==> src/assert_macros.svh <==
// Assertion macros used by the decoder top level
`ifndef ASSERT_MACROS_SVH
`define ASSERT_MACROS_SVH

// Clocked check, disabled while reset is held
`define ASSERT_CLK(label, clk, rst_n, prop, msg) \
    label: assert property (@(posedge clk) disable iff (!rst_n) prop) else $error(msg);

// Clocked check that also holds during reset
`define ASSERT_CLK_ALWAYS(label, clk, prop, msg) \
    label: assert property (@(posedge clk) prop) else $error(msg);

`endif

==> src/bmp24_pkg.sv <==
// Package: constants, result codes and shared types of the BMP stream decoder
package bmp24_pkg;

    localparam int MAX_WIDTH_DEF  = 4096;
    localparam int MAX_HEIGHT_DEF = 4096;

    localparam logic [15:0] BMP_SIGNATURE = 16'h4D42;
    localparam logic [31:0] HEADER_BYTES  = 32'd54;
    localparam logic [31:0] HEADER_LAST   = 32'd53;
    localparam logic [15:0] BPP_24        = 16'd24;

    // result kinds
    localparam logic [1:0] KIND_PIXEL      = 2'd0;
    localparam logic [1:0] KIND_BAD_SIG    = 2'd1;
    localparam logic [1:0] KIND_BAD_FORMAT = 2'd2;
    localparam logic [1:0] KIND_BAD_SIZE   = 2'd3;

    typedef struct packed {
        logic [1:0] kind;
        logic       top_down;
        logic       zero_height;
        logic       direct_pixels;
    } t_hdr_chk;

endpackage

==> src/bmp24_ifs.sv <==
// Stream interfaces: input byte channel and output pixel channel
interface bmp24_byte_if;
    logic       valid;
    logic       ready;
    logic [7:0] data_byte;
    logic       first_byte;

    modport source (output valid, output data_byte, output first_byte, input ready);
    modport sink   (input valid, input data_byte, input first_byte, output ready);
endinterface

interface bmp24_pix_if;
    logic        valid;
    logic        ready;
    logic [1:0]  kind;
    logic [7:0]  red;
    logic [7:0]  green;
    logic [7:0]  blue;
    logic [11:0] dest_row;
    logic [11:0] dest_column;
    logic        image_done;

    modport source (output valid, output kind, output red, output green, output blue,
                    output dest_row, output dest_column, output image_done, input ready);
    modport sink   (input valid, input kind, input red, input green, input blue,
                    input dest_row, input dest_column, input image_done, output ready);
endinterface

==> src/bmp24_hdr_chk.sv <==
// Header check: validates the captured header fields and gives the error kind
module bmp24_hdr_chk #(
    parameter int MAX_WIDTH  = bmp24_pkg::MAX_WIDTH_DEF,
    parameter int MAX_HEIGHT = bmp24_pkg::MAX_HEIGHT_DEF
) (
    input  logic [15:0]         i_signature,
    input  logic [31:0]         i_offset,
    input  logic [31:0]         i_width,
    input  logic [31:0]         i_height,
    input  logic [15:0]         i_bpp,
    input  logic [31:0]         i_comp,
    output bmp24_pkg::t_hdr_chk o_chk,
    output logic [31:0]         o_height_mag
);

    logic w_neg;
    logic w_bad_size;

    assign w_neg        = i_height[31];
    assign o_height_mag = w_neg ? (~i_height + 32'd1) : i_height;

    assign w_bad_size = (i_offset < bmp24_pkg::HEADER_BYTES)
                     || (i_width == 32'd0) || i_width[31]
                     || (i_width > 32'(MAX_WIDTH))
                     || (o_height_mag > 32'(MAX_HEIGHT));

    always_comb begin
        o_chk.top_down      = w_neg;
        o_chk.zero_height   = (o_height_mag == 32'd0);
        o_chk.direct_pixels = (i_offset == bmp24_pkg::HEADER_BYTES);
        if (i_signature != bmp24_pkg::BMP_SIGNATURE) begin
            o_chk.kind = bmp24_pkg::KIND_BAD_SIG;
        end else if ((i_bpp != bmp24_pkg::BPP_24) || (i_comp != 32'd0)) begin
            o_chk.kind = bmp24_pkg::KIND_BAD_FORMAT;
        end else if (w_bad_size) begin
            o_chk.kind = bmp24_pkg::KIND_BAD_SIZE;
        end else begin
            o_chk.kind = bmp24_pkg::KIND_PIXEL;
        end
    end

endmodule

==> src/bmp24_stream_decoder_unit.sv <==
// Top level: streaming decoder for uncompressed 24-bit BMP files
//
//  channel   dir  handshake      payload
//  i_byte    in   valid/ready    data_byte[7:0], first_byte
//  o_pix     out  valid/ready    kind[1:0], red, green, blue, dest_row[11:0],
//                                dest_column[11:0], image_done
//
// One byte per cycle; every byte updates the parse state in the cycle it is taken.
// A result appears on o_pix the cycle after its third colour byte (or byte 53 for
// a header error) and sits in a single output register.
// i_byte.ready is low only while that register is full and o_pix.ready is low.
// Reset is synchronous (i_rst_n low); after it the decoder expects byte 0 of a file.
`include "assert_macros.svh"

module bmp24_stream_decoder_unit #(
    parameter int MAX_WIDTH  = bmp24_pkg::MAX_WIDTH_DEF,
    parameter int MAX_HEIGHT = bmp24_pkg::MAX_HEIGHT_DEF
) (
    input  logic             i_clk,
    input  logic             i_rst_n,
    bmp24_byte_if.sink       i_byte,
    bmp24_pix_if.source      o_pix
);

    localparam int CW = $clog2(MAX_WIDTH + 1);
    localparam int RW = $clog2(MAX_HEIGHT + 1);

    localparam logic [2:0] PH_HEADER = 3'd0;
    localparam logic [2:0] PH_SKIP   = 3'd1;
    localparam logic [2:0] PH_PIXEL  = 3'd2;
    localparam logic [2:0] PH_PAD    = 3'd3;
    localparam logic [2:0] PH_IDLE   = 3'd4;

    // control state
    logic [2:0]    r_phase, n_phase;
    logic [31:0]   r_pos, n_pos;
    logic [RW-1:0] r_row, n_row;
    logic [CW-1:0] r_col, n_col;
    logic [1:0]    r_bip, n_bip;
    logic [1:0]    r_pad, n_pad;
    logic          r_out_valid;

    // header fields and derived image geometry
    logic [15:0]   r_sig;
    logic [31:0]   r_off, r_wid, r_hgt, r_comp;
    logic [15:0]   r_bpp;
    logic          r_top, n_top;
    logic [RW-1:0] r_rows, n_rows;
    logic [CW-1:0] r_cols, n_cols;
    logic [7:0]    r_blue, r_green;

    // output register
    logic [1:0]    r_kind, n_kind;
    logic [7:0]    r_red, n_red, r_ogreen, n_ogreen, r_oblue, n_oblue;
    logic [11:0]   r_orow, n_orow, r_ocol, n_ocol;
    logic          r_done, n_done;
    logic          w_emit;

    logic          w_accept;
    logic          w_first;
    logic [2:0]    w_phase;
    logic [31:0]   w_pos;
    logic [7:0]    w_b;

    bmp24_pkg::t_hdr_chk w_chk;
    logic [31:0]         w_mag;
    logic [RW-1:0]       w_row_calc;
    logic [31:0]         w_row_ext, w_col_ext;
    logic                w_last_col, w_last_row;

    bmp24_hdr_chk #(
        .MAX_WIDTH  (MAX_WIDTH),
        .MAX_HEIGHT (MAX_HEIGHT)
    ) u_hdr_chk (
        .i_signature  (r_sig),
        .i_offset     (r_off),
        .i_width      (r_wid),
        .i_height     (r_hgt),
        .i_bpp        (r_bpp),
        .i_comp       (r_comp),
        .o_chk        (w_chk),
        .o_height_mag (w_mag)
    );

    assign i_byte.ready = !r_out_valid || o_pix.ready;
    assign w_accept     = i_byte.valid && i_byte.ready;
    assign w_first      = i_byte.first_byte;
    assign w_b          = i_byte.data_byte;

    // a first-marked byte restarts the parse at byte 0
    assign w_phase = w_first ? PH_HEADER : r_phase;
    assign w_pos   = w_first ? 32'd0 : r_pos;

    assign w_row_calc = r_top ? r_row : (r_rows - RW'(1) - r_row);
    assign w_row_ext  = 32'(w_row_calc);
    assign w_col_ext  = 32'(r_col);
    assign w_last_col = (r_col == r_cols - CW'(1));
    assign w_last_row = (r_row == r_rows - RW'(1));

    always_comb begin
        n_phase  = w_phase;
        n_pos    = w_pos;
        n_row    = w_first ? '0 : r_row;
        n_col    = w_first ? '0 : r_col;
        n_bip    = w_first ? 2'd0 : r_bip;
        n_pad    = w_first ? 2'd0 : r_pad;
        n_top    = r_top;
        n_rows   = r_rows;
        n_cols   = r_cols;
        w_emit   = 1'b0;
        n_kind   = bmp24_pkg::KIND_PIXEL;
        n_red    = 8'd0;
        n_ogreen = 8'd0;
        n_oblue  = 8'd0;
        n_orow   = 12'd0;
        n_ocol   = 12'd0;
        n_done   = 1'b0;
        case (w_phase)
            PH_HEADER: begin
                n_pos = w_pos + 32'd1;
                if (w_pos == bmp24_pkg::HEADER_LAST) begin
                    n_row = '0;
                    n_col = '0;
                    n_bip = 2'd0;
                    n_pad = 2'd0;
                    n_top = w_chk.top_down;
                    if (w_chk.kind != bmp24_pkg::KIND_PIXEL) begin
                        n_phase = PH_IDLE;
                        w_emit  = 1'b1;
                        n_kind  = w_chk.kind;
                    end else begin
                        n_rows = w_mag[RW-1:0];
                        n_cols = r_wid[CW-1:0];
                        if (w_chk.zero_height) begin
                            n_phase = PH_IDLE;
                        end else if (w_chk.direct_pixels) begin
                            n_phase = PH_PIXEL;
                        end else begin
                            n_phase = PH_SKIP;
                        end
                    end
                end
            end
            PH_SKIP: begin
                n_pos = r_pos + 32'd1;
                if (n_pos == r_off) begin
                    n_phase = PH_PIXEL;
                end
            end
            PH_PIXEL: begin
                case (r_bip)
                    2'd0: n_bip = 2'd1;
                    2'd1: n_bip = 2'd2;
                    default: begin
                        n_bip    = 2'd0;
                        w_emit   = 1'b1;
                        n_red    = w_b;
                        n_ogreen = r_green;
                        n_oblue  = r_blue;
                        n_orow   = w_row_ext[11:0];
                        n_ocol   = w_col_ext[11:0];
                        n_done   = w_last_col && w_last_row;
                        if (!w_last_col) begin
                            n_col = r_col + CW'(1);
                        end else if (w_last_row) begin
                            n_phase = PH_IDLE;
                        end else begin
                            n_col = '0;
                            n_row = r_row + RW'(1);
                            n_pad = r_wid[1:0];
                            if (r_wid[1:0] != 2'd0) begin
                                n_phase = PH_PAD;
                            end
                        end
                    end
                endcase
            end
            PH_PAD: begin
                n_pad = r_pad - 2'd1;
                if (n_pad == 2'd0) begin
                    n_phase = PH_PIXEL;
                end
            end
            default: begin
                n_phase = PH_IDLE;
            end
        endcase
    end

    always_ff @(posedge i_clk) begin
        if (!i_rst_n) begin
            r_phase     <= PH_HEADER;
            r_pos       <= 32'd0;
            r_row       <= '0;
            r_col       <= '0;
            r_bip       <= 2'd0;
            r_pad       <= 2'd0;
            r_out_valid <= 1'b0;
        end else begin
            if (w_accept) begin
                r_phase <= n_phase;
                r_pos   <= n_pos;
                r_row   <= n_row;
                r_col   <= n_col;
                r_bip   <= n_bip;
                r_pad   <= n_pad;
            end
            if (w_accept && w_emit) begin
                r_out_valid <= 1'b1;
            end else if (o_pix.ready) begin
                r_out_valid <= 1'b0;
            end
        end
    end

    // header capture, little-endian
    always_ff @(posedge i_clk) begin
        if (w_accept && (w_phase == PH_HEADER)) begin
            case (w_pos[5:0])
                6'd0:  r_sig[7:0]    <= w_b;
                6'd1:  r_sig[15:8]   <= w_b;
                6'd10: r_off[7:0]    <= w_b;
                6'd11: r_off[15:8]   <= w_b;
                6'd12: r_off[23:16]  <= w_b;
                6'd13: r_off[31:24]  <= w_b;
                6'd18: r_wid[7:0]    <= w_b;
                6'd19: r_wid[15:8]   <= w_b;
                6'd20: r_wid[23:16]  <= w_b;
                6'd21: r_wid[31:24]  <= w_b;
                6'd22: r_hgt[7:0]    <= w_b;
                6'd23: r_hgt[15:8]   <= w_b;
                6'd24: r_hgt[23:16]  <= w_b;
                6'd25: r_hgt[31:24]  <= w_b;
                6'd28: r_bpp[7:0]    <= w_b;
                6'd29: r_bpp[15:8]   <= w_b;
                6'd30: r_comp[7:0]   <= w_b;
                6'd31: r_comp[15:8]  <= w_b;
                6'd32: r_comp[23:16] <= w_b;
                6'd33: r_comp[31:24] <= w_b;
                default: ;
            endcase
        end
    end

    // geometry, held colour bytes and the output payload
    always_ff @(posedge i_clk) begin
        if (w_accept) begin
            r_top  <= n_top;
            r_rows <= n_rows;
            r_cols <= n_cols;
            if (w_phase == PH_PIXEL) begin
                if (r_bip == 2'd0) begin
                    r_blue <= w_b;
                end
                if (r_bip == 2'd1) begin
                    r_green <= w_b;
                end
            end
        end
        if (w_accept && w_emit) begin
            r_kind   <= n_kind;
            r_red    <= n_red;
            r_ogreen <= n_ogreen;
            r_oblue  <= n_oblue;
            r_orow   <= n_orow;
            r_ocol   <= n_ocol;
            r_done   <= n_done;
        end
    end

    assign o_pix.valid       = r_out_valid;
    assign o_pix.kind        = r_kind;
    assign o_pix.red         = r_red;
    assign o_pix.green       = r_ogreen;
    assign o_pix.blue        = r_oblue;
    assign o_pix.dest_row    = r_orow;
    assign o_pix.dest_column = r_ocol;
    assign o_pix.image_done  = r_done;

    `ASSERT_CLK(a_err_blank, i_clk, i_rst_n, (r_out_valid && (r_kind != bmp24_pkg::KIND_PIXEL)) |-> ((r_red == 8'd0) && (r_ogreen == 8'd0) && (r_oblue == 8'd0) && (r_orow == 12'd0) && (r_ocol == 12'd0) && !r_done), "error item carries a non-zero payload")
    `ASSERT_CLK(a_done_is_pixel, i_clk, i_rst_n, (r_out_valid && r_done) |-> (r_kind == bmp24_pkg::KIND_PIXEL), "image_done set on an error item")
    `ASSERT_CLK(a_bip_range, i_clk, i_rst_n, r_bip != 2'd3, "pixel byte counter out of range")
    `ASSERT_CLK_ALWAYS(a_free_when_empty, i_clk, !r_out_valid |-> i_byte.ready, "input stalled with empty output register")

endmodule

==> src/flat_wrapper.sv <==
// flat-port wrapper written by rule: the top's interface ports become plain ports
module bmp24_stream_decoder_unit_flat 
#(
    parameter int MAX_WIDTH  = bmp24_pkg::MAX_WIDTH_DEF,
    parameter int MAX_HEIGHT = bmp24_pkg::MAX_HEIGHT_DEF
)
  (i_clk, i_rst_n, i_byte_valid, i_byte_data_byte, i_byte_first_byte, i_byte_ready, o_pix_valid, o_pix_kind, o_pix_red, o_pix_green, o_pix_blue, o_pix_dest_row, o_pix_dest_column, o_pix_image_done, o_pix_ready);
  bmp24_byte_if i_byte_i ();
  bmp24_pix_if o_pix_i ();
  input  logic i_clk;
  input  logic i_rst_n;
  input wire logic [$bits(i_byte_i.valid)-1:0] i_byte_valid;
  input wire logic [$bits(i_byte_i.data_byte)-1:0] i_byte_data_byte;
  input wire logic [$bits(i_byte_i.first_byte)-1:0] i_byte_first_byte;
  output wire logic [$bits(i_byte_i.ready)-1:0] i_byte_ready;
  output wire logic [$bits(o_pix_i.valid)-1:0] o_pix_valid;
  output wire logic [$bits(o_pix_i.kind)-1:0] o_pix_kind;
  output wire logic [$bits(o_pix_i.red)-1:0] o_pix_red;
  output wire logic [$bits(o_pix_i.green)-1:0] o_pix_green;
  output wire logic [$bits(o_pix_i.blue)-1:0] o_pix_blue;
  output wire logic [$bits(o_pix_i.dest_row)-1:0] o_pix_dest_row;
  output wire logic [$bits(o_pix_i.dest_column)-1:0] o_pix_dest_column;
  output wire logic [$bits(o_pix_i.image_done)-1:0] o_pix_image_done;
  input wire logic [$bits(o_pix_i.ready)-1:0] o_pix_ready;
  assign i_byte_i.valid = i_byte_valid;
  assign i_byte_i.data_byte = i_byte_data_byte;
  assign i_byte_i.first_byte = i_byte_first_byte;
  assign i_byte_ready = i_byte_i.ready;
  assign o_pix_valid = o_pix_i.valid;
  assign o_pix_kind = o_pix_i.kind;
  assign o_pix_red = o_pix_i.red;
  assign o_pix_green = o_pix_i.green;
  assign o_pix_blue = o_pix_i.blue;
  assign o_pix_dest_row = o_pix_i.dest_row;
  assign o_pix_dest_column = o_pix_i.dest_column;
  assign o_pix_image_done = o_pix_i.image_done;
  assign o_pix_i.ready = o_pix_ready;
  bmp24_stream_decoder_unit #(.MAX_WIDTH(MAX_WIDTH), .MAX_HEIGHT(MAX_HEIGHT)) u_core (.i_clk(i_clk), .i_rst_n(i_rst_n), .i_byte(i_byte_i), .o_pix(o_pix_i));
endmodule
==> config.mk <==
export PLATFORM = sky130hd
export DESIGN_NAME = bmp24_stream_decoder_unit_flat
export DESIGN_NICKNAME = d
export VERILOG_FILES = /design/src/bmp24_pkg.sv /design/src/bmp24_ifs.sv /design/src/bmp24_hdr_chk.sv /design/src/bmp24_stream_decoder_unit.sv /design/src/flat_wrapper.sv
export VERILOG_INCLUDE_DIRS = /design/src /design/src/src
export SDC_FILE = /design/constraint.sdc
export NUM_CORES = 1
export LEC_CHECK = 0
export BUFFER_PORTS_ARGS = -buffer_cell sky130_fd_sc_hd__buf_2
export CAP_MARGIN = 0
export CORE_MARGIN = 2
export CORE_UTILIZATION = 32
export DETAILED_ROUTE_END_ITERATION = 12
export SETUP_SLACK_MARGIN = 0.15
export SYNTH_ARGS = -nofsm -noshare
export SYNTH_HDL_FRONTEND = slang
export SYNTH_SLANG_ARGS = --single-unit
==> constraint.sdc <==
create_clock -name i_clk -period 14.5 [get_ports i_clk]
set_clock_uncertainty 0.1 [all_clocks]
set_input_delay 1.45 -clock i_clk [delete_from_list [all_inputs] [get_ports i_clk]]
set_output_delay 1.45 -clock i_clk [all_outputs]
set_load 0.03 [all_outputs]
==> reports/results.ini, run 1 <==
[status]
status=finished clean

[clock_tree]
holdBufCountCts=0
clk_pin_slew_ns=0.06
cts_buffers=35
postCtsSetupRepairBufs=0
cts_resized=0
cts_tree=done
cts_buffer_depth=3
cts_root_buf=clkbuf_16
clk-insertion-delay-late_ns=0.56
clock-sinks=320
htreeDepth=2

[setup_path]
timing_worst_setup_path_type=input pin to flip-flop
r2r_setup_slack_ns=10.02
crit_chain=buf_2 -> buf_4 -> clkinv_1 -> nand2_1 -> ha_1 -> nand3b_1 -> nor4_1 -> and3_1 -> a21oi_1 -> inv_2
crit_fanout=51
rr_worst_depth=13
worstPathRequired_ns=14.58
cp-start-kind=input pin
r2r_end=u_core.r_pad[1]
end_kind=flip-flop
cpPeakStageDelay_ns=0.80
cp.arrival_ns=5.02
timing.rr.start=u_core.r_rows[2]
slowest_stage=inv_2

[sta]
setup_tns_ns=0
whs_ns=0.3526
maxSlewViolCount=0
fmax_ghz=0.2024
finalCriticalPeriod_ns=4.940
finalSetupViolCount=0
hold_viol=0
rsz0062_at_grt=false
slew_headroom_pct=22.39
worstMarginPinSlew_ns=1.155
finalCritPeriodShare_pct=34.07

[grt]
grt_pass1_wl_um=72710
antenna_found_initial=2
grt.total_usage_pct=17.34
grt_pass1_vias=12580
gr-total-overflow=0
grt_max_degree=52

[run]
max_cap_viol_count=0

[logic_synthesis]
syn_area_per_cell_um2=10.38
synth_top_area_share_pct=45.84
syn_inst=1603
synth_enable_flop_cells=254
async_flop_share_pct=0
yosysSeqAreaShare_pct=53.78
ys_top_cells_by_area=edfxtp_1, dfxtp_1, xnor2_1
ys_ff_latch=320
synth_flop_cell=edfxtp_1
synth.distinct_cells=95
synth_warnings=0
syn-cell-area_mm2=0.01664
synth.largest_area_cell=edfxtp_1
synth_nets=1640

[min_path]
min_from=u_core.r_wid[5]
worstHoldEndpoint=u_core.r_cols[5]
min_path_type=flip-flop to flip-flop
holdPathStages=0

[detailed_routing]
viasPerCell=5.601
drc=0
dr.first_iter.drc_count=1257
routed_wl_um=47090
first_pass_iters=6
num_vias=13040
detail_route.wl_per_cell_um=20.23
ant_nets=0

[die]
design.core.area_mm2=0.05141
io_pins=66
chipWidth_um=232.0
die_area_mm2=0.05384
placementRows=83
fp.dieH_um=232.0
initial_utilization_pct=32.37

[placed_design]
dp_hpwl_um=32060
postPlaceCellArea_mm2=0.01752
port_buffers=65
dpl.cell_count=2266
gp_congestion=0.9157

[finish]
final_nets=1660
n_antenna_cell=0
layoutNonFillerInstCount=2328
area_delta_synth_final_pct=12.21
fillers=5043
final_area_mm2=0.01867
drive_above_1_share_pct=10.68

[power_and_ir_drop]
power_density_mw_per_mm2=104.2
vdd_drop_max_mv=0.05723
power.leakage_uw=0.005688

area by class of cell:
cell class | instances | area (um^2) | share of cell area (%)
Inverter | 38 | 142.6 | 0.7640
Multi-Input combinational cell | 1150 | 7154 | 38.32
Clock buffer | 41 | 918.4 | 4.919
Timing Repair Buffer | 78 | 422.9 | 2.265
Clock inverter | 21 | 232.7 | 1.246
Tap cell | 680 | 850.8 | 4.557
Sequential cell | 320 | 8949 | 47.93
stage by stage:
step / util, % / total power (uW) / setup WS [ns]
global route: 36.32 / 2002 / 9.239
floorplan: - / 1035 / 9.089
CTS: 36.32 / 1966 / 9.589
global placement: 34.08 / 1062 / 9.148
finish: 36.32 / 1945 / 9.560
detailed placement: 34.08 / 1062 / 8.995
cells by family after synthesis:
family	share of synthesized area, %
adder cells (fa/ha/maj)	1.850
flip-flops	53.78
XOR/XNOR	5.452
multiplexers	0.9625
AO/OA/AOI/OAI	12.94
AND/OR/NAND/NOR	21.73
buffers and inverters	3.279
layout by cell type (no fill, tap or decap), drive strengths merged, types with 14 or more instances in the layout:
master	n
nand2b	17
buf	78
nor4	68
dfxtp	66
nand3	62
or3	14
and3	56
ha	23
o21ai	57
edfxtp	254
nor2	147
nand4	39
nand2	142
nor3	62
and2	21
xor2	27
clkbuf	41
xnor2	74
a21oi	98
inv	42
registers in the layout (all words and copies together) (netlist names), 12 cells and up:
name,count
u_core.r_row,13
u_core.r_hgt,32
u_core.r_comp,32
u_core.o_pix.dest_row,12
u_core.r_wid,32
u_core.r_col,13
u_core.r_bpp,16
u_core.r_sig,16
u_core.r_off,32
u_core.r_pos,32
u_core.r_cols,13
u_core.o_pix.dest_column,12
u_core.r_rows,13
metal layers:
layer,global-route usage (%),share of wire (%),vias to the layer above
met4,6.631,3.0,0
met3,2.554,7.0,99
met1,23.14,43,6312
met5,0,0,-
met2,28.39,47,529
li1,-,-,6098
report_power, final:
part	internal (uW)	leakage, uW	switching, uW	total [uW]
clock	529	0.000561	373	902
sequential	989	0.00271	2.78	992
combinational	10.6	0.00241	40.6	51.2
cell usage after synthesis (7+ instances only):
cell type  count
a221oi_1       8
or4_1          7
a211oi_1      10
xnor2_1       74
nand3_1       62
nor4_1        63
nand4_1       38
inv_1         36
clkbuf_1      76
mux2i_1       10
nor3b_1        9
xor2_1        27
dfxtp_1       66
o2bb2ai_1     13
nand2_1      142
a21oi_1       92
and2_1        21
a22oi_1        8
o22ai_1       10
o31ai_1       13
o21a_1         8
nand2b_1      17
o21ai_0       54
o211ai_1       9
nor2_1       145
nor2b_1        9
ha_1          23
and3_1        56
edfxtp_1     254
nand3b_1       7
a31oi_1       13
or3_1         14
a21o_1         7
buf_2         11
nor3_1        59
critical path: cells and delay by family:
family	cells	cell delay, ns
AOI/OAI and AO/OA	1	0.09
buffers and inverters	4	1.81
and+or+nand+nor	4	1.29
adders and majority gates	1	0.29
worst max path at each step:
stage,from,end,slack [ns],depth (start not counted)
after global routing,i_byte_first_byte,u_core.o_pix.dest_column[9],9.24,10
after detailed placement,i_byte_first_byte,u_core.o_pix.green[1],8.99,10
final,i_byte_first_byte,u_core.o_pix.green[5],9.56,10
after global placement,i_byte_first_byte,u_core.o_pix.blue[2],9.15,10
after CTS,i_byte_first_byte,u_core.o_pix.green[0],9.59,10
after floorplan,i_byte_first_byte,u_core.r_cols[0],9.09,10
(Power assumes the default switching activity.)
==> run 2: changes to the inputs <==
clock period = 4.9 ns   (was 14.5 ns; I/O delays follow)
==> run 2 against run 1 <==
  * Via count fell by 0.35%
  * Register-to-register slack got worse by 9.3 ns
  * Sequential share of layout area fell by 0.66 points
  * Wire length rose by 0.89%
  * Design area rose by 1.4%
  * Clock power rose to 3.3 times the previous value
  * Largest power group is now clock
  * Hold slack got worse by 0.042 ns
  * Critical path type is now flip-flop to flip-flop
==> reports/results.ini, run 2 (synthesized netlist as in run 1, its figures left out) <==
[sta]
setup_tns_ns=0  ; unchanged
rsz0062_at_grt=false
worstMarginPinSlew_ns=1.136  ; -0.01923 ns
finalSetupViolCount=0  ; unchanged
hold_viol=0  ; unchanged
slew_headroom_pct=23.68  ; +1.3 points
finalCritPeriodShare_pct=85.30
fmax_ghz=0.2393
finalCriticalPeriod_ns=4.180
maxSlewViolCount=0  ; unchanged
fin_ws_ns=0.7203  ; -8.840 ns
whs_ns=0.3104  ; -0.04219 ns

[placed_design]
place_ws_ns=0.7661  ; -8.229 ns
dp_hpwl_um=32910  ; +2.7%
port_buffers=65  ; unchanged
gp_congestion=0.9215  ; +0.63%

[die]
design.core.area_mm2=0.05141  ; unchanged
io_pins=66  ; unchanged
fp.dieH_um=232.0  ; unchanged
initial_utilization_pct=32.37  ; unchanged
placementRows=83  ; unchanged
chipWidth_um=232.0  ; unchanged
die_area_mm2=0.05384  ; unchanged

[run]
max_cap_viol_count=0  ; unchanged

[setup_path]
r2r_end=u_core.o_pix.red[6]
cp.arrival_ns=4.19  ; -0.83 ns
worstPathRequired_ns=4.91  ; -9.67 ns
setup.worst_path.start=u_core.r_hgt[0]
timing.rr.start=u_core.r_hgt[0]
crit_buf_inv=2  ; -2
end_kind=flip-flop
crit_fanout=51  ; unchanged
cp-start-kind=flip-flop
cpPeakStageDelay_ns=0.48  ; -0.32 ns
crit_top_cell=nand4_1
rr_worst_depth=11  ; -2
cp.depth=11  ; +1
crit_family=simple AND/OR/NAND/NOR gates
r2r_setup_slack_ns=0.72  ; -9.30 ns
timing_worst_setup_path_type=flip-flop to flip-flop
slowest_stage=nor4_1
crit_end=u_core.o_pix.red[6]
crit_chain=inv_1 -> ha_1 -> nor4b_4 -> nand4_1 -> o31ai_1 -> o221ai_1 -> o21a_1 -> nor4_1 -> nand4_1 -> a21oi_1 -> inv_2

[min_path]
min_path_type=input pin to flip-flop
holdPathStages=2  ; +2

[clock_tree]
clk-insertion-delay-late_ns=0.55  ; about the same
holdBufCountCts=0  ; unchanged
cts_buffers=36  ; +2.9%
cts_tree=done
cts_root_buf=clkbuf_16
htreeDepth=2  ; unchanged
clock-sinks=320  ; unchanged
cts_resized=0  ; unchanged
cts_buffer_depth=3  ; unchanged
postCtsSetupRepairBufs=0  ; unchanged
clk_pin_slew_ns=0.06  ; about the same

[power_and_ir_drop]
vdd_drop_max_mv=0.1867  ; +230%
power.leakage_uw=0.005832  ; +2.5%
power_density_mw_per_mm2=320.7  ; +210%

[finish]
final_common_cell=edfxtp_1
finalCoreUtilization_pct=36.84  ; +0.52 points
final_nets=1675  ; +0.90%
drive_above_1_share_pct=11.42  ; +0.74 points
most-common-layout-cells=edfxtp_1, nor2_1, nand2_1, a21oi_1, xnor2_1
area_delta_synth_final_pct=13.81
n_antenna_cell=0  ; unchanged

[status]
status=finished clean

[grt]
grt_util_met1_pct=23.34  ; +0.20 points
top_usage_layer=met2
use_met3_pct=3.107  ; +0.55 points
grt.total_usage_pct=17.42  ; +0.076 points
grt_pass1_vias=12450  ; -0.99%
gr-total-overflow=0  ; unchanged
grt_use_met2_pct=28.34  ; -0.047 points
grt_pass1_wl_um=72800  ; +0.11%
grt_max_degree=57  ; +9.6%
antenna_found_initial=1  ; -1

[detailed_routing]
num_vias=12990  ; -0.35%
first_pass_iters=5  ; -1
ant_nets=0  ; unchanged
drc=0  ; unchanged
routed_wl_um=47510  ; +0.89%
detail_route.wl_per_cell_um=20.27  ; +0.20%
dr.first_iter.drc_count=1120  ; -11%
viasPerCell=5.543  ; -1.0%

[run 2: stage by stage]
stage	total power, uW	std cells	instance area (um^2)
after floorplan	3061	1603	16640
after global placement	3147	2280	17630
after detailed placement	3149	2280	17630
after CTS	6140	2344	18940
after global routing	6237	2344	18940
final	6073	2344	18940
[run 2: layout make-up]
type / instances / area (um^2)
tap: 680 / 850.8
timing repair buffer: 92 / 528.0
inverter: 38 / 142.6
fill: 5027 / 32470
clock inverter: 19 / 337.8
clock buffer: 45 / 965.9
sequential: 320 / 8950
multi-input combinational: 1150 / 7161
[run 2: per-layer routing]
layer / wire length (um) / part of all wire [%]
met2: 22120 / 47
met5: 0 / 0
met1: 21380 / 45
met4: 1099 / 2.3
met3: 2905 / 6.1
[run 2: how the worst min path moves through the flow]
| stage | end | startpoint | slack, ns |
|---|---|---|---|
| 2_1_floorplan | u_core.r_top | u_core.r_hgt[31] | 0.32 |
| 3_3_place_gp | u_core.r_cols[6] | u_core.r_wid[6] | 0.34 |
| 3_5_place_dp | u_core.r_cols[9] | u_core.r_wid[9] | 0.34 |
| 4_1_cts | u_core.r_pad[0] | i_rst_n | 0.29 |
| 5_1_grt | u_core.r_phase[1] | i_rst_n | 0.32 |
| 6_report | u_core.r_pad[0] | i_rst_n | 0.31 |
[run 2: where the power goes]
group / switching [uW] / total [uW] / internal (uW)
combinational: 124 / 156 / 32.9
clock: 1100 / 2980 / 1880
sequential: 8.01 / 2930 / 2930
total: 1230 / 6070 / 4840
